[src/sv/pws_pkg.sv]
// pws_pkg: shared types, constants, suffix rule tables and helpers
// for the word stemmer. Depends on nothing.
`default_nettype none

package pws_pkg;

    localparam int unsigned MAX_WORD_DEF = 31;
    localparam int unsigned WORD_DEPTH   = 32;
    localparam int unsigned IDX_W        = 5;
    localparam int unsigned LEN_W        = 6;
    localparam int unsigned MEAS_W       = 5;
    localparam int unsigned MAP_VOWEL    = 7;
    localparam int unsigned MAP_CC       = 6;
    localparam int unsigned MAP_CVC      = 5;
    localparam int unsigned TAIL_N       = 8;

    typedef logic [7:0] char_t;
    typedef char_t [WORD_DEPTH-1:0] word_t;

    typedef struct packed {
        word_t            word;
        logic [LEN_W-1:0] len;
        logic             err;
    } q_entry_t;

    typedef enum logic [1:0] {
        B_IDLE,
        B_MAP,
        B_EXEC,
        B_EMIT
    } back_state_t;

    typedef enum logic [3:0] {
        ST_1A,
        ST_1B,
        ST_1B2,
        ST_1C,
        ST_2,
        ST_3,
        ST_4,
        ST_5A,
        ST_5B
    } step_t;

    typedef struct packed {
        logic [55:0] suf;
        logic [2:0]  n;
        logic [31:0] rep;
        logic [2:0]  rn;
        logic [3:0]  minlen;
        logic        st;
    } rule_t;

    function automatic logic is_vowel(input char_t c);
        return (c == "A") || (c == "E") || (c == "I") || (c == "O") || (c == "U");
    endfunction

    function automatic rule_t rule_1a(input logic [4:0] k);
        rule_t r;
        case (k)
            5'd0:    r = '{"SSES", 3'd4, "SS", 3'd2, 4'd0, 1'b0};
            5'd1:    r = '{"IES", 3'd3, "I", 3'd1, 4'd0, 1'b0};
            5'd2:    r = '{"SS", 3'd2, "SS", 3'd2, 4'd0, 1'b0};
            default: r = '{"S", 3'd1, 32'h0, 3'd0, 4'd0, 1'b0};
        endcase
        return r;
    endfunction

    function automatic rule_t rule_2(input logic [4:0] k);
        rule_t r;
        case (k)
            5'd0:    r = '{"ENCI", 3'd4, "ENCE", 3'd4, 4'd0, 1'b0};
            5'd1:    r = '{"ANCI", 3'd4, "ANCE", 3'd4, 4'd0, 1'b0};
            5'd2:    r = '{"ABLI", 3'd4, "ABLE", 3'd4, 4'd0, 1'b0};
            5'd3:    r = '{"ALLI", 3'd4, "AL", 3'd2, 4'd0, 1'b0};
            5'd4:    r = '{"ENTLI", 3'd5, "ENT", 3'd3, 4'd0, 1'b0};
            5'd5:    r = '{"ELI", 3'd3, "E", 3'd1, 4'd0, 1'b0};
            5'd6:    r = '{"OUSLI", 3'd5, "OUS", 3'd3, 4'd0, 1'b0};
            5'd7:    r = '{"ALITI", 3'd5, "AL", 3'd2, 4'd0, 1'b0};
            5'd8:    r = '{"IVITI", 3'd5, "IVE", 3'd3, 4'd0, 1'b0};
            5'd9:    r = '{"BILITI", 3'd6, "BLE", 3'd3, 4'd0, 1'b0};
            5'd10:   r = '{"ATIONAL", 3'd7, "ATE", 3'd3, 4'd0, 1'b0};
            5'd11:   r = '{"TIONAL", 3'd6, "TION", 3'd4, 4'd0, 1'b0};
            5'd12:   r = '{"ALISM", 3'd5, "AL", 3'd2, 4'd0, 1'b0};
            5'd13:   r = '{"IZATION", 3'd7, "IZE", 3'd3, 4'd6, 1'b0};
            5'd14:   r = '{"ATION", 3'd5, "ATE", 3'd3, 4'd6, 1'b0};
            5'd15:   r = '{"IZER", 3'd4, "IZE", 3'd3, 4'd6, 1'b0};
            5'd16:   r = '{"ATOR", 3'd4, "ATE", 3'd3, 4'd6, 1'b0};
            5'd17:   r = '{"IVENESS", 3'd7, "IVE", 3'd3, 4'd9, 1'b0};
            5'd18:   r = '{"FULNESS", 3'd7, "FUL", 3'd3, 4'd9, 1'b0};
            default: r = '{"OUSNESS", 3'd7, "OUS", 3'd3, 4'd9, 1'b0};
        endcase
        return r;
    endfunction

    function automatic rule_t rule_3(input logic [4:0] k);
        rule_t r;
        case (k)
            5'd0:    r = '{"ICATE", 3'd5, "IC", 3'd2, 4'd7, 1'b0};
            5'd1:    r = '{"ATIVE", 3'd5, 32'h0, 3'd0, 4'd7, 1'b0};
            5'd2:    r = '{"ALIZE", 3'd5, "AL", 3'd2, 4'd7, 1'b0};
            5'd3:    r = '{"ICITI", 3'd5, "IC", 3'd2, 4'd6, 1'b0};
            5'd4:    r = '{"ICAL", 3'd4, "IC", 3'd2, 4'd6, 1'b0};
            5'd5:    r = '{"FUL", 3'd3, 32'h0, 3'd0, 4'd5, 1'b0};
            default: r = '{"NESS", 3'd4, 32'h0, 3'd0, 4'd6, 1'b0};
        endcase
        return r;
    endfunction

    function automatic rule_t rule_4(input logic [4:0] k);
        rule_t r;
        case (k)
            5'd0:    r = '{"IC", 3'd2, 32'h0, 3'd0, 4'd5, 1'b0};
            5'd1:    r = '{"ANCE", 3'd4, 32'h0, 3'd0, 4'd7, 1'b0};
            5'd2:    r = '{"ENCE", 3'd4, 32'h0, 3'd0, 4'd7, 1'b0};
            5'd3:    r = '{"ABLE", 3'd4, 32'h0, 3'd0, 4'd7, 1'b0};
            5'd4:    r = '{"IBLE", 3'd4, 32'h0, 3'd0, 4'd7, 1'b0};
            5'd5:    r = '{"ATE", 3'd3, 32'h0, 3'd0, 4'd6, 1'b0};
            5'd6:    r = '{"IVE", 3'd3, 32'h0, 3'd0, 4'd6, 1'b0};
            5'd7:    r = '{"IZE", 3'd3, 32'h0, 3'd0, 4'd6, 1'b0};
            5'd8:    r = '{"ITI", 3'd3, 32'h0, 3'd0, 4'd6, 1'b0};
            5'd9:    r = '{"AL", 3'd2, 32'h0, 3'd0, 4'd5, 1'b0};
            5'd10:   r = '{"ISM", 3'd3, 32'h0, 3'd0, 4'd6, 1'b0};
            5'd11:   r = '{"ER", 3'd2, 32'h0, 3'd0, 4'd5, 1'b0};
            5'd12:   r = '{"ANT", 3'd3, 32'h0, 3'd0, 4'd8, 1'b0};
            5'd13:   r = '{"EMENT", 3'd5, 32'h0, 3'd0, 4'd8, 1'b0};
            5'd14:   r = '{"MENT", 3'd4, 32'h0, 3'd0, 4'd8, 1'b0};
            5'd15:   r = '{"ENT", 3'd3, 32'h0, 3'd0, 4'd8, 1'b0};
            5'd16:   r = '{"ION", 3'd3, 32'h0, 3'd0, 4'd7, 1'b1};
            5'd17:   r = '{"OUS", 3'd3, 32'h0, 3'd0, 4'd6, 1'b0};
            default: r = '{"OU", 3'd2, 32'h0, 3'd0, 4'd5, 1'b0};
        endcase
        return r;
    endfunction

    function automatic rule_t rule_get(input step_t s, input logic [4:0] k);
        rule_t r;
        case (s)
            ST_1A:   r = rule_1a(k);
            ST_2:    r = rule_2(k);
            ST_3:    r = rule_3(k);
            default: r = rule_4(k);
        endcase
        return r;
    endfunction

    function automatic logic [4:0] rule_count(input step_t s);
        logic [4:0] c;
        case (s)
            ST_1A:   c = 5'd4;
            ST_2:    c = 5'd20;
            ST_3:    c = 5'd7;
            default: c = 5'd19;
        endcase
        return c;
    endfunction

endpackage

`default_nettype wire

[src/sv/pws_front.sv]
// pws_front: takes characters, folds case, collects the word and hands
// finished words to the queue. Depends on pws_pkg.
`default_nettype none

module pws_front #(
    parameter int unsigned MAX_WORD = pws_pkg::MAX_WORD_DEF
) (
    input  wire logic              clk,
    input  wire logic              rst_n,
    input  wire logic              push,
    output logic                   full,
    input  wire pws_pkg::char_t    in_char,
    input  wire logic              word_end,
    input  wire logic              q_full,
    output logic                   q_push,
    output pws_pkg::q_entry_t      q_data
);

    pws_pkg::word_t                 wbuf_reg;
    logic [pws_pkg::LEN_W-1:0]      wlen_reg;
    logic [pws_pkg::LEN_W-1:0]      wlen_next;
    logic                           ovf_reg;
    logic                           ovf_next;
    logic                           take;
    logic                           store;
    pws_pkg::char_t                 c_up;
    pws_pkg::word_t                 merged;

    assign full = q_full;
    assign take = push && !full;

    always_comb
    begin
        c_up = (in_char >= "a" && in_char <= "z") ? in_char - 8'd32 : in_char;
        store = take && (in_char != 8'h00) && (wlen_reg < pws_pkg::LEN_W'(MAX_WORD));
        wlen_next = wlen_reg + pws_pkg::LEN_W'(store);
        ovf_next = ovf_reg | (take && (in_char != 8'h00) && !store);
        merged = wbuf_reg;
        if (store)
        begin
            merged[wlen_reg[pws_pkg::IDX_W-1:0]] = c_up;
        end
        q_push = take && word_end;
        q_data.word = merged;
        q_data.len = wlen_next;
        q_data.err = ovf_next || (wlen_next == '0);
    end

    always_ff @(posedge clk)
    begin
        if (store)
        begin
            wbuf_reg[wlen_reg[pws_pkg::IDX_W-1:0]] <= c_up;
        end
    end

    always_ff @(posedge clk or negedge rst_n)
    begin
        if (!rst_n)
        begin
            wlen_reg <= '0;
            ovf_reg <= 1'b0;
        end
        else if (take)
        begin
            if (word_end)
            begin
                wlen_reg <= '0;
                ovf_reg <= 1'b0;
            end
            else
            begin
                wlen_reg <= wlen_next;
                ovf_reg <= ovf_next;
            end
        end
    end

endmodule

`default_nettype wire

[config.mk]
export PLATFORM = sky130hd
export DESIGN_NAME = pws_front
export DESIGN_NICKNAME = d
export VERILOG_FILES = /design/src/sv/pws_pkg.sv /design/src/sv/pws_front.sv
export SDC_FILE = /design/constraint.sdc
export NUM_CORES = 1
export LEC_CHECK = 0
export BUFFER_PORTS_ARGS = -buffer_cell sky130_fd_sc_hd__buf_2
export CAP_MARGIN = 20
export CORE_MARGIN = 2
export CORE_UTILIZATION = 40
export CTS_BUF_LIST = sky130_fd_sc_hd__clkbuf_2
export DETAILED_ROUTE_END_ITERATION = 10
export PLACE_DENSITY = 0.71
export SLEW_MARGIN = 15
export SYNTH_ARGS = -nofsm -noshare
export SYNTH_HDL_FRONTEND = slang
export SYNTH_SLANG_ARGS = --single-unit
export TNS_END_PERCENT = 50
[constraint.sdc]
create_clock -name clk -period 2.6 [get_ports clk]
set_clock_uncertainty 0.05 [all_clocks]
set_input_delay 0.39 -clock clk [delete_from_list [all_inputs] [get_ports clk]]
set_output_delay 0.39 -clock clk [all_outputs]
set_load 0.05 [all_outputs]
* After elaboration in Yosys (flattened, before gate mapping)
Index checks and enable logic that the tools add are counted.
Word-level totals: memory bits (read-only) 0, memories kept 0, output and inout bits 265, memory bits (writable) 0, bits in latches 0, register bits after elaboration 263
Operators by class: shifts and indexed selects 0, div/mod/pow operators 0, equal/unequal tests 0, $lt $le $gt $ge 5, bitwise gates (word level) 1, add/sub/neg operators 2, mux-type cells 7, $mul 0, reductions and logical operators 12
Operator list (count):
- $bwmux W256 | 1
- $mux W256 | 1
- $demux W8 S5 | 1
- $mux W8 | 2
- $ge A8 B7 Y1 const B | 1
- $le A8 B7 Y1 const B | 1
- $reduce_bool A8 Y1 | 1
- $sub A8 B6 Y8 const B | 1
- $logic_and A1 B1 Y1 | 7
- $add A6 B1 Y6 | 1
- $logic_not A6 Y1 | 1
- $lt A5 B6 Y1 const B | 1
- $lt A6 B5 Y1 const B | 1
- $mux W6 | 1
- $ge A5 B1 Y1 const B | 1
- $logic_not A1 Y1 | 2
- $logic_or A1 B1 Y1 | 1
- $mux W1 | 1
- $or A1 B1 Y1 | 1

* Longest topological paths before layout
depth after elaboration 8, depth in mapped cells 11, depth with buffers taken out 9

* Worst setup path after synthesis
Ideal clock, no wire load.
path type input-to-output, start input port in_char[3], end output port q_data[0] (netlist name), stages on the path 9, buffers on the path 2, required time 2.160 ns, data arrival time 3.657 ns, slack -1.497 ns, cells stage by stage clkbuf_1 > or4_1 > buf_4 > nor2_4 > nor3_1 > ha_1 > ha_1 > or3_1 > o31ai_1
RTL lines:
- start: declaration | line pws_front.sv:12 | input wire pws_pkg::char_t in_char,
- end: declaration | line pws_front.sv:16 | output pws_pkg::q_entry_t q_data

==> impl_metrics.csv <==
group,metric,value,unit
die,start_util,40.8,%
place,place_ws,-492,ps
place,routabilityCongestion,0.827,
power_and_ir_drop,power_switching,2.64,mW
sta,rsz0062_at_grt,"true",
synthesis,yosysMostFrequentCell,"dfxtp_1",
sta,setup_tns,-124980,ps
sta,hold_violations,0,
power_and_ir_drop,p_clk_share,34.3,%
synthesis,synthesis.nets,716,
power_and_ir_drop,power_density,572,nW/um2
place,dpl_cell_area,12000,um2
sta,finalCriticalPeriod,3420,ps
worst_setup_path,critPathRequiredTime,2160,ps
drt,vias,7390,
sta,drv_slew,0,
grt,grt_usage,23.9,%
drt,drcViolationCount,0,
die,core,22700,um2
synthesis,synth_cells,700,
power_and_ir_drop,p_int,5.92,mW
grt,grtUsageMet1,26.6,%
synthesis,netlist_top_cells_area,"dfxtp_1 55%, mux2_2 26%, o2111ai_4 2.8%",
grt,antenna_found_initial,1,
worst_setup_path,critical_path.max_fanout,2,
clock_tree,cts_tree,"done",
cells_and_area,fin_nets,1144,
place,hpwl,17800,um
clock_tree,clk_path_buf_depth,3,
die,boundaryPins,278,
sta,period_share,132,%
worst_setup_path,crit_type,"register to output pin",
cells_and_area,final_cell_area,15000,um2
drt,first_iter_violations,353,
grt,met3_usage,8.47,%
synthesis,synthesis.area,9260,um2
synthesis,yosys_warnings,0,
place,io_buffer_count,277,
clock_tree,root_buffer,"clkbuf_2",
synthesis,synth_ff_type,"dfxtp_1",
sta,setup_slack,-822,ps
cells_and_area,largest_reg_flops,256,
cells_and_area,drive_gt1_share,69.7,%
clock_tree,cts_buffers,67,
grt,gr-total-overflow,0,
sta,tightestPinTransition,505,ps
grt,grt_max_degree,34,
synthesis,synth-edff-count,0,
synthesis,synth_common_cells,"256 x dfxtp_1, 218 x mux2_2, 39 x clkbuf_1, 39 x nand2_1, 35 x o21ai_0",
worst_setup_path,critPathCaptureType,"output pin",
drt,routed_wirelength,30800,um
grt,grt_pass1_vias,7762,
power_and_ir_drop,p_sw_share,30.8,%
power_and_ir_drop,pwr-share-comb,16.6,%
drt,wl_per_cell,21.2,um
drt,ant_nets,0,
die,dieArea,24400,um2
clock_tree,clk_pin_slew_worst_paths,110,ps
die,die_w,156,um
clock_tree,clock_sinks,263,
cells_and_area,n_fill_cell,1586,
grt,grtUsageMet2,40.9,%
die,die_h,156,um
worst_setup_path,critPathLaunchType,"register",
synthesis,synthArstFlopShare,2.66,%
clock_tree,h-tree-depth,3,
synthesis,synth.top_cell.area_share,55.3,%
clock_tree,clk_latency,770,ps
power_and_ir_drop,ir_worst_vdd,0.487,mV
drt,drtPass1Iterations,4,
cells_and_area,syn_to_final_growth,61.6,%
die,row_count,55,
run_status,outcome,"finished, violations left",
grt,busiest_layer,"met2",
grt,grt_pass1_wl,44200,um
sta,relSlewSlack,66.3,%
job,maxCapViolCount,0,
sta,max_freq,0.292,GHz
synthesis,post-synth-top-area-cell,"dfxtp_1",
power_and_ir_drop,p_leak,6.97,nW
drt,vias_per_cell,5.08,
worst_hold_path,hold_class,"primary input to register",
power_and_ir_drop,power_frac_seq,49.1,%
sta,finalSetupViolations,255,
worst_setup_path,critPathArrivalTime,2980,ps
synthesis,ys_seq_area_share,57.2,%
synthesis,synth_seq_cells,263,
run_status,violations,"setup timing",
synthesis,avgSynthCellArea,13.2,um2
synthesis,synthDistinctLibCells,46,
==> worst max-delay path, stage by stage, from the launching register on <==
cell and delay, ps:
dfrtp_1 400, and4_1 230, a21o_1 180, nor3_2 120, ha_2 260, ha_4 150
nand2_1 50, or3_1 310, o311a_1 150, o31ai_4 190, buf_6 190
==> power by group through the flow <==
| stage | combinational [mW] | clock, mW | sequential (mW) |
|---|---|---|---|
| final | 1.42 | 2.94 | 4.20 |
| after global placement | 1.14 | 0 | 4.28 |
| after CTS | 1.33 | 2.98 | 4.20 |
| after global routing | 1.47 | 3.21 | 4.21 |
| after detailed placement | 1.15 | 0 | 4.29 |
| after floorplan | 0.837 | 0 | 4.28 |
==> logic make-up after synthesis <==
group	after synthesis	share of synthesized area (%)
compound gates	65	7.13
xor+xnor	4	0.378
fa+ha+maj	3	0.405
buf+inv	57	2.85
flops	263	57.2
mux	218	26.5
simple gates	90	5.52
==> metal layers <==
layer  vias to the layer above  share of wire [%]
li1                       3396                  -
met1                      3628                 38
met2                       291                 51
met3                        75                7.7
met4                         0                3.0
met5                         -                  0
==> layout by cell type, fill, tap and decap left out, types with 5 or more instances in the layout <==
master     instances
buf_12            45
buf_2             80
buf_4             63
buf_6            190
buf_8             24
clkbuf_2          95
clkinv_1           8
dfrtp_1            7
dfxtp_1          256
mux2_2           189
mux2_4            29
nand2_1           28
nand2_2            9
nand4_1           13
nor2_4             5
o2111ai_4         13
o21ai_2           18
o21ai_4           13
==> cell type report <==
class                           instances  area [um2]  share of cell area [%]
Clock inverter                         16         150                    1.00
Sequential cell                       263        5300                    35.4
Tap cell                              285         357                    2.38
Antenna cell                            1        2.50                  0.0167
Timing Repair Buffer                  411        4400                    29.4
Multi-Input combinational cell        381        4270                    28.5
Clock buffer                           95         475                    3.18
Inverter                                4        15.0                   0.100
==> worst paths after layout <==
kind | startpoint | to | slack (ps) | cells after the start
worst max-delay path | wlen_reg[4] | q_data[0] | -820 | 10
worst min-delay path | push | wlen_reg[1] | 170 | 5
worst max register to register | wlen_reg[4] | wlen_reg[4] | 130 | 13
worst min register to register | wbuf_reg[250] | wbuf_reg[250] | 310 | 0
max in group asynchronous | rst_n | wlen_reg[4] | 1690 | 3
min in group asynchronous | rst_n | wlen_reg[1] | 540 | 3
==> metrics by stage <==
stage               instances  hold WS (ps)  utilization (%)  total power, mW
floorplan                 700          44.4                -             5.12
global placement         1296           181             52.7             5.42
detailed placement       1296           187             52.7             5.44
CTS                      1444          64.6             63.3             8.51
global route             1456          97.2             65.9             8.90
finish                   1456           171             65.9             8.56
==> repair_timing <==
item	4_1_cts	5_1_grt
resized for setup	420	185
pin swaps	22	20
endpoints found under the hold margin	14	0
setup buffers	31	15
hold buffers	3	0
setup endpoints to repair	255	256
cloned	4	1
(Power assumes the default switching activity.)
