### config.mk
export PLATFORM = sky130hd
export DESIGN_NAME = pws_queue
export DESIGN_NICKNAME = d
export VERILOG_FILES = /design/src/sv/pws_pkg.sv /design/src/sv/pws_queue.sv
export SDC_FILE = /design/constraint.sdc
export NUM_CORES = 1
export LEC_CHECK = 0
export ABC_AREA = 0
export BUFFER_PORTS_ARGS = -buffer_cell sky130_fd_sc_hd__buf_4
export CAP_MARGIN = 5
export CORE_MARGIN = 2
export CORE_UTILIZATION = 45
export DETAILED_ROUTE_END_ITERATION = 8
export GPL_TIMING_DRIVEN = 0
export PLACE_DENSITY_LB_ADDON = 0.08
export SYNTH_ARGS = -nofsm -noshare
export SYNTH_HDL_FRONTEND = slang
export SYNTH_SLANG_ARGS = --single-unit
### constraint.sdc
create_clock -name clk -period 27.5 [get_ports clk]
set_input_delay 5.5 -clock clk [delete_from_list [all_inputs] [get_ports clk]]
set_output_delay 5.5 -clock clk [all_outputs]
set_load 0.02 [all_outputs]
### src/sv/pws_pkg.sv
// pws_pkg: shared types, constants, suffix rule tables and helpers
// for the word stemmer. Depends on nothing.
`default_nettype none

package pws_pkg;

    localparam int unsigned MAX_WORD_DEF = 31;
    localparam int unsigned WORD_DEPTH   = 32;
    localparam int unsigned IDX_W        = 5;
    localparam int unsigned LEN_W        = 6;
    localparam int unsigned MEAS_W       = 5;
    localparam int unsigned MAP_VOWEL    = 7;
    localparam int unsigned MAP_CC       = 6;
    localparam int unsigned MAP_CVC      = 5;
    localparam int unsigned TAIL_N       = 8;

    typedef logic [7:0] char_t;
    typedef char_t [WORD_DEPTH-1:0] word_t;

    typedef struct packed {
        word_t            word;
        logic [LEN_W-1:0] len;
        logic             err;
    } q_entry_t;

    typedef enum logic [1:0] {
        B_IDLE,
        B_MAP,
        B_EXEC,
        B_EMIT
    } back_state_t;

    typedef enum logic [3:0] {
        ST_1A,
        ST_1B,
        ST_1B2,
        ST_1C,
        ST_2,
        ST_3,
        ST_4,
        ST_5A,
        ST_5B
    } step_t;

    typedef struct packed {
        logic [55:0] suf;
        logic [2:0]  n;
        logic [31:0] rep;
        logic [2:0]  rn;
        logic [3:0]  minlen;
        logic        st;
    } rule_t;

    function automatic logic is_vowel(input char_t c);
        return (c == "A") || (c == "E") || (c == "I") || (c == "O") || (c == "U");
    endfunction

    function automatic rule_t rule_1a(input logic [4:0] k);
        rule_t r;
        case (k)
            5'd0:    r = '{"SSES", 3'd4, "SS", 3'd2, 4'd0, 1'b0};
            5'd1:    r = '{"IES", 3'd3, "I", 3'd1, 4'd0, 1'b0};
            5'd2:    r = '{"SS", 3'd2, "SS", 3'd2, 4'd0, 1'b0};
            default: r = '{"S", 3'd1, 32'h0, 3'd0, 4'd0, 1'b0};
        endcase
        return r;
    endfunction

    function automatic rule_t rule_2(input logic [4:0] k);
        rule_t r;
        case (k)
            5'd0:    r = '{"ENCI", 3'd4, "ENCE", 3'd4, 4'd0, 1'b0};
            5'd1:    r = '{"ANCI", 3'd4, "ANCE", 3'd4, 4'd0, 1'b0};
            5'd2:    r = '{"ABLI", 3'd4, "ABLE", 3'd4, 4'd0, 1'b0};
            5'd3:    r = '{"ALLI", 3'd4, "AL", 3'd2, 4'd0, 1'b0};
            5'd4:    r = '{"ENTLI", 3'd5, "ENT", 3'd3, 4'd0, 1'b0};
            5'd5:    r = '{"ELI", 3'd3, "E", 3'd1, 4'd0, 1'b0};
            5'd6:    r = '{"OUSLI", 3'd5, "OUS", 3'd3, 4'd0, 1'b0};
            5'd7:    r = '{"ALITI", 3'd5, "AL", 3'd2, 4'd0, 1'b0};
            5'd8:    r = '{"IVITI", 3'd5, "IVE", 3'd3, 4'd0, 1'b0};
            5'd9:    r = '{"BILITI", 3'd6, "BLE", 3'd3, 4'd0, 1'b0};
            5'd10:   r = '{"ATIONAL", 3'd7, "ATE", 3'd3, 4'd0, 1'b0};
            5'd11:   r = '{"TIONAL", 3'd6, "TION", 3'd4, 4'd0, 1'b0};
            5'd12:   r = '{"ALISM", 3'd5, "AL", 3'd2, 4'd0, 1'b0};
            5'd13:   r = '{"IZATION", 3'd7, "IZE", 3'd3, 4'd6, 1'b0};
            5'd14:   r = '{"ATION", 3'd5, "ATE", 3'd3, 4'd6, 1'b0};
            5'd15:   r = '{"IZER", 3'd4, "IZE", 3'd3, 4'd6, 1'b0};
            5'd16:   r = '{"ATOR", 3'd4, "ATE", 3'd3, 4'd6, 1'b0};
            5'd17:   r = '{"IVENESS", 3'd7, "IVE", 3'd3, 4'd9, 1'b0};
            5'd18:   r = '{"FULNESS", 3'd7, "FUL", 3'd3, 4'd9, 1'b0};
            default: r = '{"OUSNESS", 3'd7, "OUS", 3'd3, 4'd9, 1'b0};
        endcase
        return r;
    endfunction

    function automatic rule_t rule_3(input logic [4:0] k);
        rule_t r;
        case (k)
            5'd0:    r = '{"ICATE", 3'd5, "IC", 3'd2, 4'd7, 1'b0};
            5'd1:    r = '{"ATIVE", 3'd5, 32'h0, 3'd0, 4'd7, 1'b0};
            5'd2:    r = '{"ALIZE", 3'd5, "AL", 3'd2, 4'd7, 1'b0};
            5'd3:    r = '{"ICITI", 3'd5, "IC", 3'd2, 4'd6, 1'b0};
            5'd4:    r = '{"ICAL", 3'd4, "IC", 3'd2, 4'd6, 1'b0};
            5'd5:    r = '{"FUL", 3'd3, 32'h0, 3'd0, 4'd5, 1'b0};
            default: r = '{"NESS", 3'd4, 32'h0, 3'd0, 4'd6, 1'b0};
        endcase
        return r;
    endfunction

    function automatic rule_t rule_4(input logic [4:0] k);
        rule_t r;
        case (k)
            5'd0:    r = '{"IC", 3'd2, 32'h0, 3'd0, 4'd5, 1'b0};
            5'd1:    r = '{"ANCE", 3'd4, 32'h0, 3'd0, 4'd7, 1'b0};
            5'd2:    r = '{"ENCE", 3'd4, 32'h0, 3'd0, 4'd7, 1'b0};
            5'd3:    r = '{"ABLE", 3'd4, 32'h0, 3'd0, 4'd7, 1'b0};
            5'd4:    r = '{"IBLE", 3'd4, 32'h0, 3'd0, 4'd7, 1'b0};
            5'd5:    r = '{"ATE", 3'd3, 32'h0, 3'd0, 4'd6, 1'b0};
            5'd6:    r = '{"IVE", 3'd3, 32'h0, 3'd0, 4'd6, 1'b0};
            5'd7:    r = '{"IZE", 3'd3, 32'h0, 3'd0, 4'd6, 1'b0};
            5'd8:    r = '{"ITI", 3'd3, 32'h0, 3'd0, 4'd6, 1'b0};
            5'd9:    r = '{"AL", 3'd2, 32'h0, 3'd0, 4'd5, 1'b0};
            5'd10:   r = '{"ISM", 3'd3, 32'h0, 3'd0, 4'd6, 1'b0};
            5'd11:   r = '{"ER", 3'd2, 32'h0, 3'd0, 4'd5, 1'b0};
            5'd12:   r = '{"ANT", 3'd3, 32'h0, 3'd0, 4'd8, 1'b0};
            5'd13:   r = '{"EMENT", 3'd5, 32'h0, 3'd0, 4'd8, 1'b0};
            5'd14:   r = '{"MENT", 3'd4, 32'h0, 3'd0, 4'd8, 1'b0};
            5'd15:   r = '{"ENT", 3'd3, 32'h0, 3'd0, 4'd8, 1'b0};
            5'd16:   r = '{"ION", 3'd3, 32'h0, 3'd0, 4'd7, 1'b1};
            5'd17:   r = '{"OUS", 3'd3, 32'h0, 3'd0, 4'd6, 1'b0};
            default: r = '{"OU", 3'd2, 32'h0, 3'd0, 4'd5, 1'b0};
        endcase
        return r;
    endfunction

    function automatic rule_t rule_get(input step_t s, input logic [4:0] k);
        rule_t r;
        case (s)
            ST_1A:   r = rule_1a(k);
            ST_2:    r = rule_2(k);
            ST_3:    r = rule_3(k);
            default: r = rule_4(k);
        endcase
        return r;
    endfunction

    function automatic logic [4:0] rule_count(input step_t s);
        logic [4:0] c;
        case (s)
            ST_1A:   c = 5'd4;
            ST_2:    c = 5'd20;
            ST_3:    c = 5'd7;
            default: c = 5'd19;
        endcase
        return c;
    endfunction

endpackage

`default_nettype wire

### src/sv/pws_queue.sv
// pws_queue: two-entry word queue between the front and the stemming
// sequencer. Depends on pws_pkg.
`default_nettype none

module pws_queue (
    input  wire logic                clk,
    input  wire logic                rst_n,
    input  wire logic                wr_en,
    input  wire pws_pkg::q_entry_t   wr_data,
    output logic                     q_full,
    input  wire logic                rd_en,
    output pws_pkg::q_entry_t        rd_data,
    output logic                     q_empty
);

    pws_pkg::q_entry_t slot_reg [2];
    logic              wptr_reg;
    logic              rptr_reg;
    logic [1:0]        cnt_reg;
    logic              do_wr;
    logic              do_rd;

    assign q_full  = (cnt_reg == 2'd2);
    assign q_empty = (cnt_reg == 2'd0);
    assign do_wr   = wr_en && !q_full;
    assign do_rd   = rd_en && !q_empty;
    assign rd_data = slot_reg[rptr_reg];

    always_ff @(posedge clk)
    begin
        if (do_wr)
        begin
            slot_reg[wptr_reg] <= wr_data;
        end
    end

    always_ff @(posedge clk or negedge rst_n)
    begin
        if (!rst_n)
        begin
            wptr_reg <= 1'b0;
            rptr_reg <= 1'b0;
            cnt_reg <= 2'd0;
        end
        else
        begin
            if (do_wr)
            begin
                wptr_reg <= ~wptr_reg;
            end
            if (do_rd)
            begin
                rptr_reg <= ~rptr_reg;
            end
            cnt_reg <= cnt_reg + 2'(do_wr) - 2'(do_rd);
        end
    end

endmodule

`default_nettype wire

-- After elaboration in Yosys (flattened, before gate mapping)
Memory sizes are Yosys's and may differ from the RTL's.
Index checks and enable logic that the tools add are counted.
- bits in registers: 4
- RAM bits: 526
- input port bits: 267
- output and inout port bits: 265
- logic and storage cells: 16
- memories: 1
- $add $sub $neg: 2
- equality and inequality tests: 1
- multiplexer cells: 2
- bitwise operators: 2
- reductions and logical operators: 5
- memories (memory ; depth ; bits a word ; rd ports ; clocked after Yosys merged registers in ; write ports ; line ; RTL):
    slot_reg ; 2 ; 263 ; 1 ; 0 ; 1 ; pws_queue.sv:16 ; pws_pkg::q_entry_t slot_reg [2];
- operators with widths (operator ; number):
    2-bit by 1-bit adder with 2-bit output ; 1
    2-bit == test (second input constant) ; 1
    1-bit logical AND ; 2
    1-bit logical NOT ; 2
    2-bit logical NOT ; 1
    1-bit two-way mux ; 2
    1-bit inverter ; 2
    2-bit by 1-bit subtractor with 2-bit output ; 1

-- Depth between registers and ports, before layout
Gate-level depths: netlist (run 1).
- word-level depth: 5
- depth in mapped cells: 7
- gate-level depth less buffers: 7

-- Least setup slack after synthesis (run 1)
No wires, ideal clock.
- path kind: input to register
- start: in wr_en
- end: mem slot_reg[0][0] (netlist name), enable pin
- library setup time: 892 ps
- arrival: 16487 ps
- data required time: 26608 ps
- setup slack: 10121 ps
- stages on the path: 2
- buffers on the path: 0
- cell sequence: nand2_1 > nor2_1
- word-level cells in the longest chain between the ends: 3
- ends and longest elaborated chain (item ; line ; RTL):
    start: declaration ; pws_queue.sv:8 ; input wire logic wr_en,
    1-bit logical AND ; pws_queue.sv:25 ; assign do_wr = wr_en && !q_full;
    1-bit two-way mux ; pws_queue.sv:31 ; if (do_wr)
    1-bit two-way mux (implied by the code) ; pws_queue.sv:33 ; slot_reg[wptr_reg] <= wr_data;
    end: declaration ; pws_queue.sv:16 ;
No other way between the ends.

==> results by group, run 1 <==
Worst setup path
  • Critical Path Fanout Max: 10
  • CP startpoint kind: flip-flop
  • CP Data Arrival Time: 2.03 ns
  • CP Data Required Time: 22.00 ns
  • WS Path Type: flip-flop to output port
  • Crit end category: output port
  • R2R cell count: 7

Yosys
  • Sequential cell area fraction in the yosys report: 82.2%
  • Synth cell types: 14
  • Syn. warnings: 0
  • Synth area leader: edfxtp_1
  • Synth area leaders: edfxtp_1, mux2_2, clkbuf_8, dfrtp_1, buf_6
  • Synth Instances: 836
  • Async set-reset flop share out of synthesis: 0.755%
  • Most frequent cell after synthesis: edfxtp_1
  • Synthesized flop and latch total: 530
  • Syn_nets: 1105
  • Post-synth top area share: 81.7%
  • Number of enable flip-flop cells after synthesis: 526
  • Mapped cell area: 0.0193 mm²
  • Syn Area/Cell: 23.1 µm²
  • Top FF cell, synth: edfxtp_1
  • Most frequent cells after synthesis: edfxtp_1, mux2_2, clkbuf_8

Route
  • First drt pass iteration count: 4
  • DR iter-0 viols: 444
  • DRC violations left: 0
  • Via count: 9969
  • Post-DRT Antenna Nets: 0
  • Total Wirelength: 45.6 mm
  • Via-to-Cell Ratio: 4.92
  • Routed len/inst: 22.5 µm

Cells and area
  • Largest register FFs: 526
  • # nets final: 1707
  • Fillers: 3106
  • Final std cells w/o fill: 2026
  • Final Core Density: 61.7%
  • Share of cells above drive strength 1: 61.3%
  • Area grow syn2layout: 34.6%
  • Register area: 0.0159 mm²
  • Area occupied by multi-input gates: 0.00306 mm²

Floorplan
  • Die X: 211 µm
  • Core box area: 0.0421 mm²
  • IO Pins: 532
  • Height of the die: 211 µm
  • Starting Density: 45.9%
  • Die area: 0.0446 mm²
  • Site row count: 75

STA
  • RSZ-0062 raised after global routing: false
  • Setup slack after layout: 19.97 ns
  • Tcrit/Tclk final: 27.4%
  • Setup TNS: 0 ns
  • Clk_skew: 0.0136 ns
  • # setup viols final: 0
  • Max-slew violation count: 0
  • Slew headroom: 42.7%
  • Fmax: 133 MHz
  • Tmin final: 7.53 ns
  • Worst Tran Pin Value: 0.860 ns
  • Final Hold Vio Count: 0

Pwr
  • Pwr Density: 113 mW/mm²
  • Peak supply drop: 86.0 µV
  • Leakage: 0.00972 µW

Run
  • Max cap viols: 0

Hold path
  • Worst hold-check path type: flip-flop to flip-flop
  • WHS Path Cells: 1

Placement
  • Cells after DPL: 1921
  • Placed wire-length estimate: 32.5 mm
  • Post-Place Setup Slack: 20.02 ns
  • Final GP Congestion: 0.769
  • Port buffer count: 531

Clocking
  • Post CTS Setup Buffer Count: 0
  • Clock root buffer: clkbuf_16
  • H-tree lvl count: 2
  • Post-CTS sizing: 0
  • Hold buffer count at cts: 0
  • CTS Buffer Depth: 3
  • Clk sinks: 530
  • Clk_lat worst skew: 0.59 ns
  • CTS Buf Count: 54
  • Clock Pin Slew Worst Setup and Hold Paths: 0.05 ns
  • CTS tree: done

Global routing
  • Largest net degree at the start of global routing: 59
  • GRT overflow: 0
  • Number of global-route vias before repair: 10.5k
  • GRT Overall Usage: 19.7%
  • Initial antenna violation count: 10
  • First-pass GRT wire length: 63.9 mm

Outcome
  • Status: finished clean
final timing paths:
check	start	slack (ns)	end
worst max-delay path	rptr_reg	19.97	rd_data[105]
worst min-delay path	cnt_reg[1]	0.50	cnt_reg[1]
worst max register to register	cnt_reg[1]	25.08	slot_reg[0][138]
worst min register to register	cnt_reg[1]	0.50	cnt_reg[1]
max in group asynchronous	rst_n	22.70	wptr_reg
min in group asynchronous	rst_n	4.70	cnt_reg[1]
cell families (layout without fill, tap and decap cells):
family	Yosys count	in the layout	synth area share (%)
xor+xnor	4	4	0.181
fa+ha+maj	2	2	0.129
buf+inv	31	674	2.00
flops	530	530	82.2
mux	263	263	15.3
other cells	0	8	0
simple gates	6	6	0.155
worst max-delay path, stage by stage, from the launching register on:
cell	delay (ns)
dfrtp_1	0.40
buf_6	0.24
clkbuf_8	0.23
mux2_2	0.38
buf_4	0.17
power breakdown:
group          internal (µW)  leakage, µW  switching, µW  total [µW]
registers               1100      0.00493           34.6        1140
logic                    499      0.00399            614        1110
clock network            393     0.000801            289         682
metal layers:
layer	GRT usage, %	wire length, µm	up-vias
met3	9.78	5310	91
met5	0	16	-
met4	9.79	1780	2
met1	20.8	15800	4959
li1	-	-	4551
met2	32.8	22700	366
cell usage in the layout (no fill, tap or decap), drive strengths merged, types with 2 or more instances in the layout:
master  Yosys  routed
clkinv      0      25
inv         2       2
bufinv      0       2
buf         8     554
mux2      263     263
edfxtp    526     526
nor2        2       2
xnor2       3       3
clkbuf     21      90
diode       0       8
ha          2       2
dfrtp       4       4
stage by stage:
step           area (µm²)  power (µW)  hold WS (ns)
2_1_floorplan       19300        1860         0.461
3_3_place_gp        24000        2360         0.475
5_1_grt             26000        3060         0.517
6_report            26000        2930         0.498
3_5_place_dp        24400        2280         0.495
4_1_cts             26000        2970         0.506
final cells by class:
cell class	count	share of cell area, %
Sequential cell	530	61.1
Timing Repair Buffer	546	16.7
Multi-Input combinational cell	275	11.8
Clock buffer	69	5.66
Tap cell	539	2.59
Buffer	29	1.46
Clock inverter	28	0.654
Antenna cell	8	0.0770
Inverter	2	0.0289
Note: power is estimated with default switching activity, not from simulation.
==> run 2, diff against run 1 <==
clock period = 7.1 ns   (was 27.5 ns; I/O delays follow)
==> run 2 against run 1 <==
Compared with the run above:
- worst hold slack gained 0.014 ns
- non-clock buffer count grew 1
- via count shrank 0.26%
- critical endpoint is now rd_data[158]
- clock-buffer cell count shrank 1
- cell area grew 0.25%
- routed wire length shrank 0.90%
- clock power grew to 3.9 times the previous value
- total power grew to 3.9 times the previous value
- utilization grew 0.16 points
- global-route usage is essentially flat
- final cell count shrank 0.20%
==> results by group, run 2 (synthesized netlist as in run 1, its figures left out) <==
Floorplan
  • Die area: 0.0446 mm² (unchanged)
  • IO Pins: 532 (unchanged)
  • Height of the die: 211 µm (unchanged)
  • Starting Density: 45.9% (unchanged)
  • Site row count: 75 (unchanged)
  • Core box area: 0.0421 mm² (unchanged)
  • Die X: 211 µm (unchanged)

Clocking
  • Clk_lat worst skew: 0.58 ns (about the same)
  • Post-CTS sizing: 0 (unchanged)
  • Clock root buffer: clkbuf_16
  • Post CTS Setup Buffer Count: 0 (unchanged)
  • CTS tree: done
  • Clk sinks: 530 (unchanged)
  • CTS Buffer Depth: 3 (unchanged)
  • H-tree lvl count: 2 (unchanged)
  • CTS Buf Count: 55 (+1.9%)
  • Hold buffer count at cts: 0 (unchanged)
  • Clock Pin Slew Worst Setup and Hold Paths: 0.06 ns (about the same)

STA
  • Setup slack after layout: 3.69 ns (-16.29 ns)
  • Worst Tran Pin Value: 0.873 ns (+0.0135 ns)
  • Tmin final: 3.41 ns
  • Clk_skew: 0.0133 ns (-0.000258 ns)
  • RSZ-0062 raised after global routing: false
  • Max-slew violation count: 0 (unchanged)
  • Final Hold Vio Count: 0 (unchanged)
  • Fmax: 293 MHz
  • Slew headroom: 41.8% (-0.90 points)
  • Tcrit/Tclk final: 48.1%
  • # setup viols final: 0 (unchanged)

Pwr
  • Flop pwr share: 38.6% (-0.2 points)
  • Total power: 11400 µW (+290%)
  • Leakage: 0.00976 µW (+0.46%)
  • Pwr Density: 437 mW/mm² (+290%)
  • Internal: 7770 µW (+290%)
  • Switching Share: 31.8% (-0.20 points)
  • NetSw: 3630 µW (+290%)
  • Gate power share: 38.0% (about the same)
  • Peak supply drop: 274 µV (+220%)
  • Clock power share: 23.5% (+0.2 points)

Global routing
  • Initial antenna violation count: 5 (-5)
  • First-pass GRT wire length: 63.9 mm (about the same)
  • Largest net degree at the start of global routing: 62 (+5.1%)
  • GRT overflow: 0 (unchanged)
  • GRT Overall Usage: 19.7% (about the same)
  • Number of global-route vias before repair: 10.3k (-2.0%)

Route
  • Post-DRT Antenna Nets: 0 (unchanged)
  • First drt pass iteration count: 4 (unchanged)
  • Via-to-Cell Ratio: 4.92 (about the same)
  • DRC violations left: 0 (unchanged)
  • Routed len/inst: 22.3 µm (-0.70%)
  • DR iter-0 viols: 541 (+22%)
  • Via count: 9943 (-0.26%)
  • Total Wirelength: 45.2 mm (-0.90%)

Worst setup path
  • Critical Path Fanout Max: 10 (unchanged)
  • CP Data Required Time: 5.68 ns (-16.32 ns)
  • Endpoint of the most critical register-to-register path: slot_reg[1][89]
  • Crit end category: output port
  • WS Path Type: flip-flop to output port
  • R2R cell count: 4 (-3)
  • R2r setup slk: 4.72 ns (-20.36 ns)
  • CP startpoint kind: flip-flop
  • Worst r2r src: cnt_reg[1]
  • CP Data Arrival Time: 1.99 ns (-0.04 ns)

Hold path
  • Hold endpoint: cnt_reg[1]
  • Worst hold-check path type: flip-flop to flip-flop
  • WHS Path Cells: 1 (unchanged)
  • Hold Crit Start: cnt_reg[1]

Cells and area
  • Fillers: 3065 (-1.3%)
  • Final Core Density: 61.9% (+0.16 points)
  • Largest register FFs: 526 (unchanged)
  • Share of cells above drive strength 1: 61.9% (+0.54 points)
  • Most frequent cells in the layout: buf_4, edfxtp_1, mux2_2
  • # nets final: 1709 (+0.12%)
  • Area grow syn2layout: 34.9%
  • Most common cell after layout, fill and taps aside: buf_4

Placement
  • Port buffer count: 531 (unchanged)
  • Final GP Congestion: 0.763 (-0.87%)
  • Placed wire-length estimate: 32.6 mm (+0.14%)
  • Post-Place Setup Slack: 3.67 ns (-16.34 ns)

Outcome
  • Status: finished clean

Run
  • Max cap viols: 0 (unchanged)
-- run 2: changes by cell type in the layout (fill, tap and decap cells not counted), sizes merged --
cell	change
buf	+1
bufinv	+1
clkbuf	-1
clkinv	-2
diode	-4
inv	+1
-- run 2: layer usage --
metal  vias up  track usage, %  share of wire, %
li1       4548               -                 -
met1      4946            22.0                35
met2       370            32.9                50
met3        77            9.49                12
met4         2            7.21               2.6
met5         -               0             0.029
-- run 2: worst max-delay path by stage --
stage,start,end,slack (ns),cells after the start
after floorplan,wr_en,slot_reg[0][0],1.22,2
after global placement,wr_en,slot_reg[0][66],-1.39,3
after detailed placement,wr_en,slot_reg[1][78],3.67,4
after CTS,rptr_reg,rd_data[82],3.63,4
after global routing,rptr_reg,rd_data[158],3.59,4
final,rptr_reg,rd_data[158],3.69,4
-- run 2: area by class of cell --
| cell class | instances | area, µm² | share of cell area, % |
|---|---|---|---|
| clock inverters | 28 | 208 | 0.796 |
| clock buffers | 68 | 1470 | 5.63 |
| diodes | 4 | 10.0 | 0.0384 |
| plain buffers | 29 | 379 | 1.45 |
| multi-input cells | 275 | 3060 | 11.7 |
| flip-flops and latches | 530 | 15900 | 60.9 |
| repair buffers | 547 | 4370 | 16.8 |
| well taps | 539 | 674 | 2.59 |
| inverters | 2 | 7.51 | 0.0288 |
-- run 2: power groups by stage --
stage	registers (µW)	clock network, µW	logic (µW)
global placement	4630	0	4230
detailed placement	4470	0	4400
global route	4460	2860	4580
finish	4400	2680	4330
CTS	4400	2750	4420
floorplan	4530	0	2480
-- run 2: through the flow --
step	std cells	area (µm²)	setup TNS [ns]	hold WS (ns)
after detailed placement	1922	24400	0	0.503
after floorplan	836	19300	0	0.468
final	2022	26100	0	0.513
after global routing	2020	26100	0	0.537
after global placement	1906	24000	-373.96	0.488
after CTS	2018	26100	0	0.514
-- run 2: worst max-delay path, cell delays in order (launching register included) --
cell and delay [ns]:
dfrtp_1 0.41, buf_6 0.24, clkbuf_8 0.22, mux2_2 0.37, buf_4 0.17
==> run 3, diff against run 2 <==
clock period = 3.03 ns   (was 7.1 ns; I/O delays follow)
==> run 3 against run 2 <==
Compared with the run above:
- non-clock buffer count did not move
- first-iteration DRC count fell by 11%
- total power rose by 130%
- die area did not move
- clock skew rose by 0.00068 ns
- cell area fell by 0.15%
- sequential power rose by 130%
==> results by group, run 3 (synthesized netlist as in run 1, its figures left out) <==
STA
  • Final Hold Vio Count: 0 (unchanged)
  • Hold WS: 0.204 ns (-0.309 ns)
  • # setup viols final: 0 (unchanged)
  • Max-slew violation count: 0 (unchanged)
  • Fmax: 386 MHz
  • RSZ-0062 raised after global routing: false
  • Setup slack after layout: 0.439 ns (-3.25 ns)
  • Setup TNS: 0 ns (unchanged)
  • Clk_skew: 0.0140 ns (+0.000679 ns)
  • Slew headroom: 55.1% (+13 points)
  • Tcrit/Tclk final: 85.5%
  • Worst Tran Pin Value: 0.672 ns (-0.201 ns)
  • Tmin final: 2.59 ns

Clocking
  • CTS tree: done
  • Clock root buffer: clkbuf_16
  • H-tree lvl count: 2 (unchanged)
  • CTS Buffer Depth: 3 (unchanged)
  • Clock Pin Slew Worst Setup and Hold Paths: 0.06 ns (about the same)
  • CTS Buf Count: 54 (-1.8%)
  • Post CTS Setup Buffer Count: 0 (unchanged)
  • Clk sinks: 530 (unchanged)
  • Clk_lat worst skew: 0.58 ns (about the same)
  • Post-CTS sizing: 0 (unchanged)

Placement
  • Final GP Congestion: 0.739 (-3.2%)
  • Placed wire-length estimate: 32.6 mm (about the same)
  • Port buffer count: 531 (unchanged)
  • Post-Place Setup Slack: 0.566 ns (-3.11 ns)

Outcome
  • Status: finished clean

Worst setup path
  • Critical Path Fanout Max: 10 (unchanged)
  • CP Data Required Time: 2.42 ns (-3.26 ns)
  • CP Data Arrival Time: 1.98 ns (about the same)
  • Slowest cell delay on critical path: 0.41 ns (about the same)
  • Crit end category: output port
  • Worst-path cell chain: buf_6, clkbuf_8, mux2_2, buf_4
  • WS Path Type: flip-flop to output port
  • CP startpoint kind: flip-flop
  • Slowest stage cell on the critical path: dfrtp_1

Cells and area
  • Final Core Density: 61.8% (-0.092 points)
  • Most frequent cells in the layout: buf_4, edfxtp_1, mux2_2
  • Share of cells above drive strength 1: 61.6% (-0.22 points)
  • # nets final: 1708 (-0.059%)
  • Area grow syn2layout: 34.7%
  • Largest register FFs: 526 (unchanged)
  • Most common cell after layout, fill and taps aside: buf_4

Route
  • Via count: 9948 (+0.050%)
  • First drt pass iteration count: 4 (unchanged)
  • Via-to-Cell Ratio: 4.91 (-0.25%)
  • DRC violations left: 0 (unchanged)
  • DR iter-0 viols: 484 (-11%)
  • Post-DRT Antenna Nets: 0 (unchanged)
  • Total Wirelength: 45.1 mm (-0.15%)
  • Routed len/inst: 22.2 µm (-0.44%)

Hold path
  • Worst hold-check path type: primary input to flip-flop

Pwr
  • Leakage: 0.00973 µW (-0.31%)
  • Peak supply drop: 679 µV (+150%)
  • Pwr Density: 1020 mW/mm² (+130%)

Global routing
  • Number of global-route vias before repair: 10.6k (+3.2%)
  • GRT Overall Usage: 19.8% (+0.055 points)
  • Initial antenna violation count: 8 (+3)
  • GRT overflow: 0 (unchanged)
  • First-pass GRT wire length: 64.4 mm (+0.74%)
  • Largest net degree at the start of global routing: 57 (-8.1%)

Floorplan
  • Die area: 0.0446 mm² (unchanged)
  • Starting Density: 45.9% (unchanged)
  • Site row count: 75 (unchanged)
  • Height of the die: 211 µm (unchanged)
  • IO Pins: 532 (unchanged)
  • Core box area: 0.0421 mm² (unchanged)
  • Die X: 211 µm (unchanged)

Run
  • Max cap viols: 0 (unchanged)
## run 3: cell count changes in the layout (fill, tap and decap cells not counted), moves of 2 or more
cell       before  now
buf_16          9    5
clkinv_1       11   15
diode_2         4    8
buf_12          7   10
clkbuf_16      57   55
clkinv_2       12   10
## run 3: worst paths after layout
check / from / slack, ns / endpoint / depth (start not counted)
max reg2reg: cnt_reg[1] / 0.79 / slot_reg[0][85] / 6
max: rptr_reg / 0.44 / rd_data[14] / 4
max in group asynchronous: rst_n / 2.52 / cnt_reg[0] / 2
min reg2reg: cnt_reg[0] / 0.54 / cnt_reg[0] / 1
min in group asynchronous: rst_n / 0.40 / wptr_reg / 2
min: wr_data[74] / 0.20 / slot_reg[0][74] / 1
## run 3: layout make-up
cell class,instances,area [µm²]
multi-input cells,275,3090
fillers,3158,16100
clock buffers,67,1420
repair buffers,547,4330
plain buffers,29,379
flip-flops and latches,530,15900
clock inverters,31,221
inverters,2,7.51
well taps,539,674
diodes,8,20.0
## run 3: critical path, delay by kind of cell, from the launching register on
kind	cells	cell delay [ns]
buf+inv	3	0.61
flops	1	0.41
mux	1	0.37
## run 3: what timing repair did
action | in CTS | in global routing
hold endpoints to repair | 4 | 0
endpoints found under the setup margin | 0 | 0
hold buffers | 1 | 0
## run 3: power by group
part           internal (µW)  switching, µW  leakage, µW  total (µW)
Clock                   3560           2600     0.000806        6160
Sequential              9990            319      0.00493       10300
Combinational           4530           5570      0.00400       10100
Total                  18100           8490      0.00973       26600
## run 3: stage by stage
stage	area (µm²)	total power (µW)	instances
final	26000	26600	2028
after global routing	26000	27700	2025
after CTS	26000	27000	2020
after detailed placement	24400	20700	1921
after global placement	24000	20200	1906
after floorplan	19400	16500	836
## run 3: metal layers
layer	track usage, %	vias up	routed length, µm
li1	-	4567	-
met1	21.4	4941	15900
met2	33.8	356	23000
met3	8.56	82	4690
met4	8.50	2	1480
met5	0	-	13
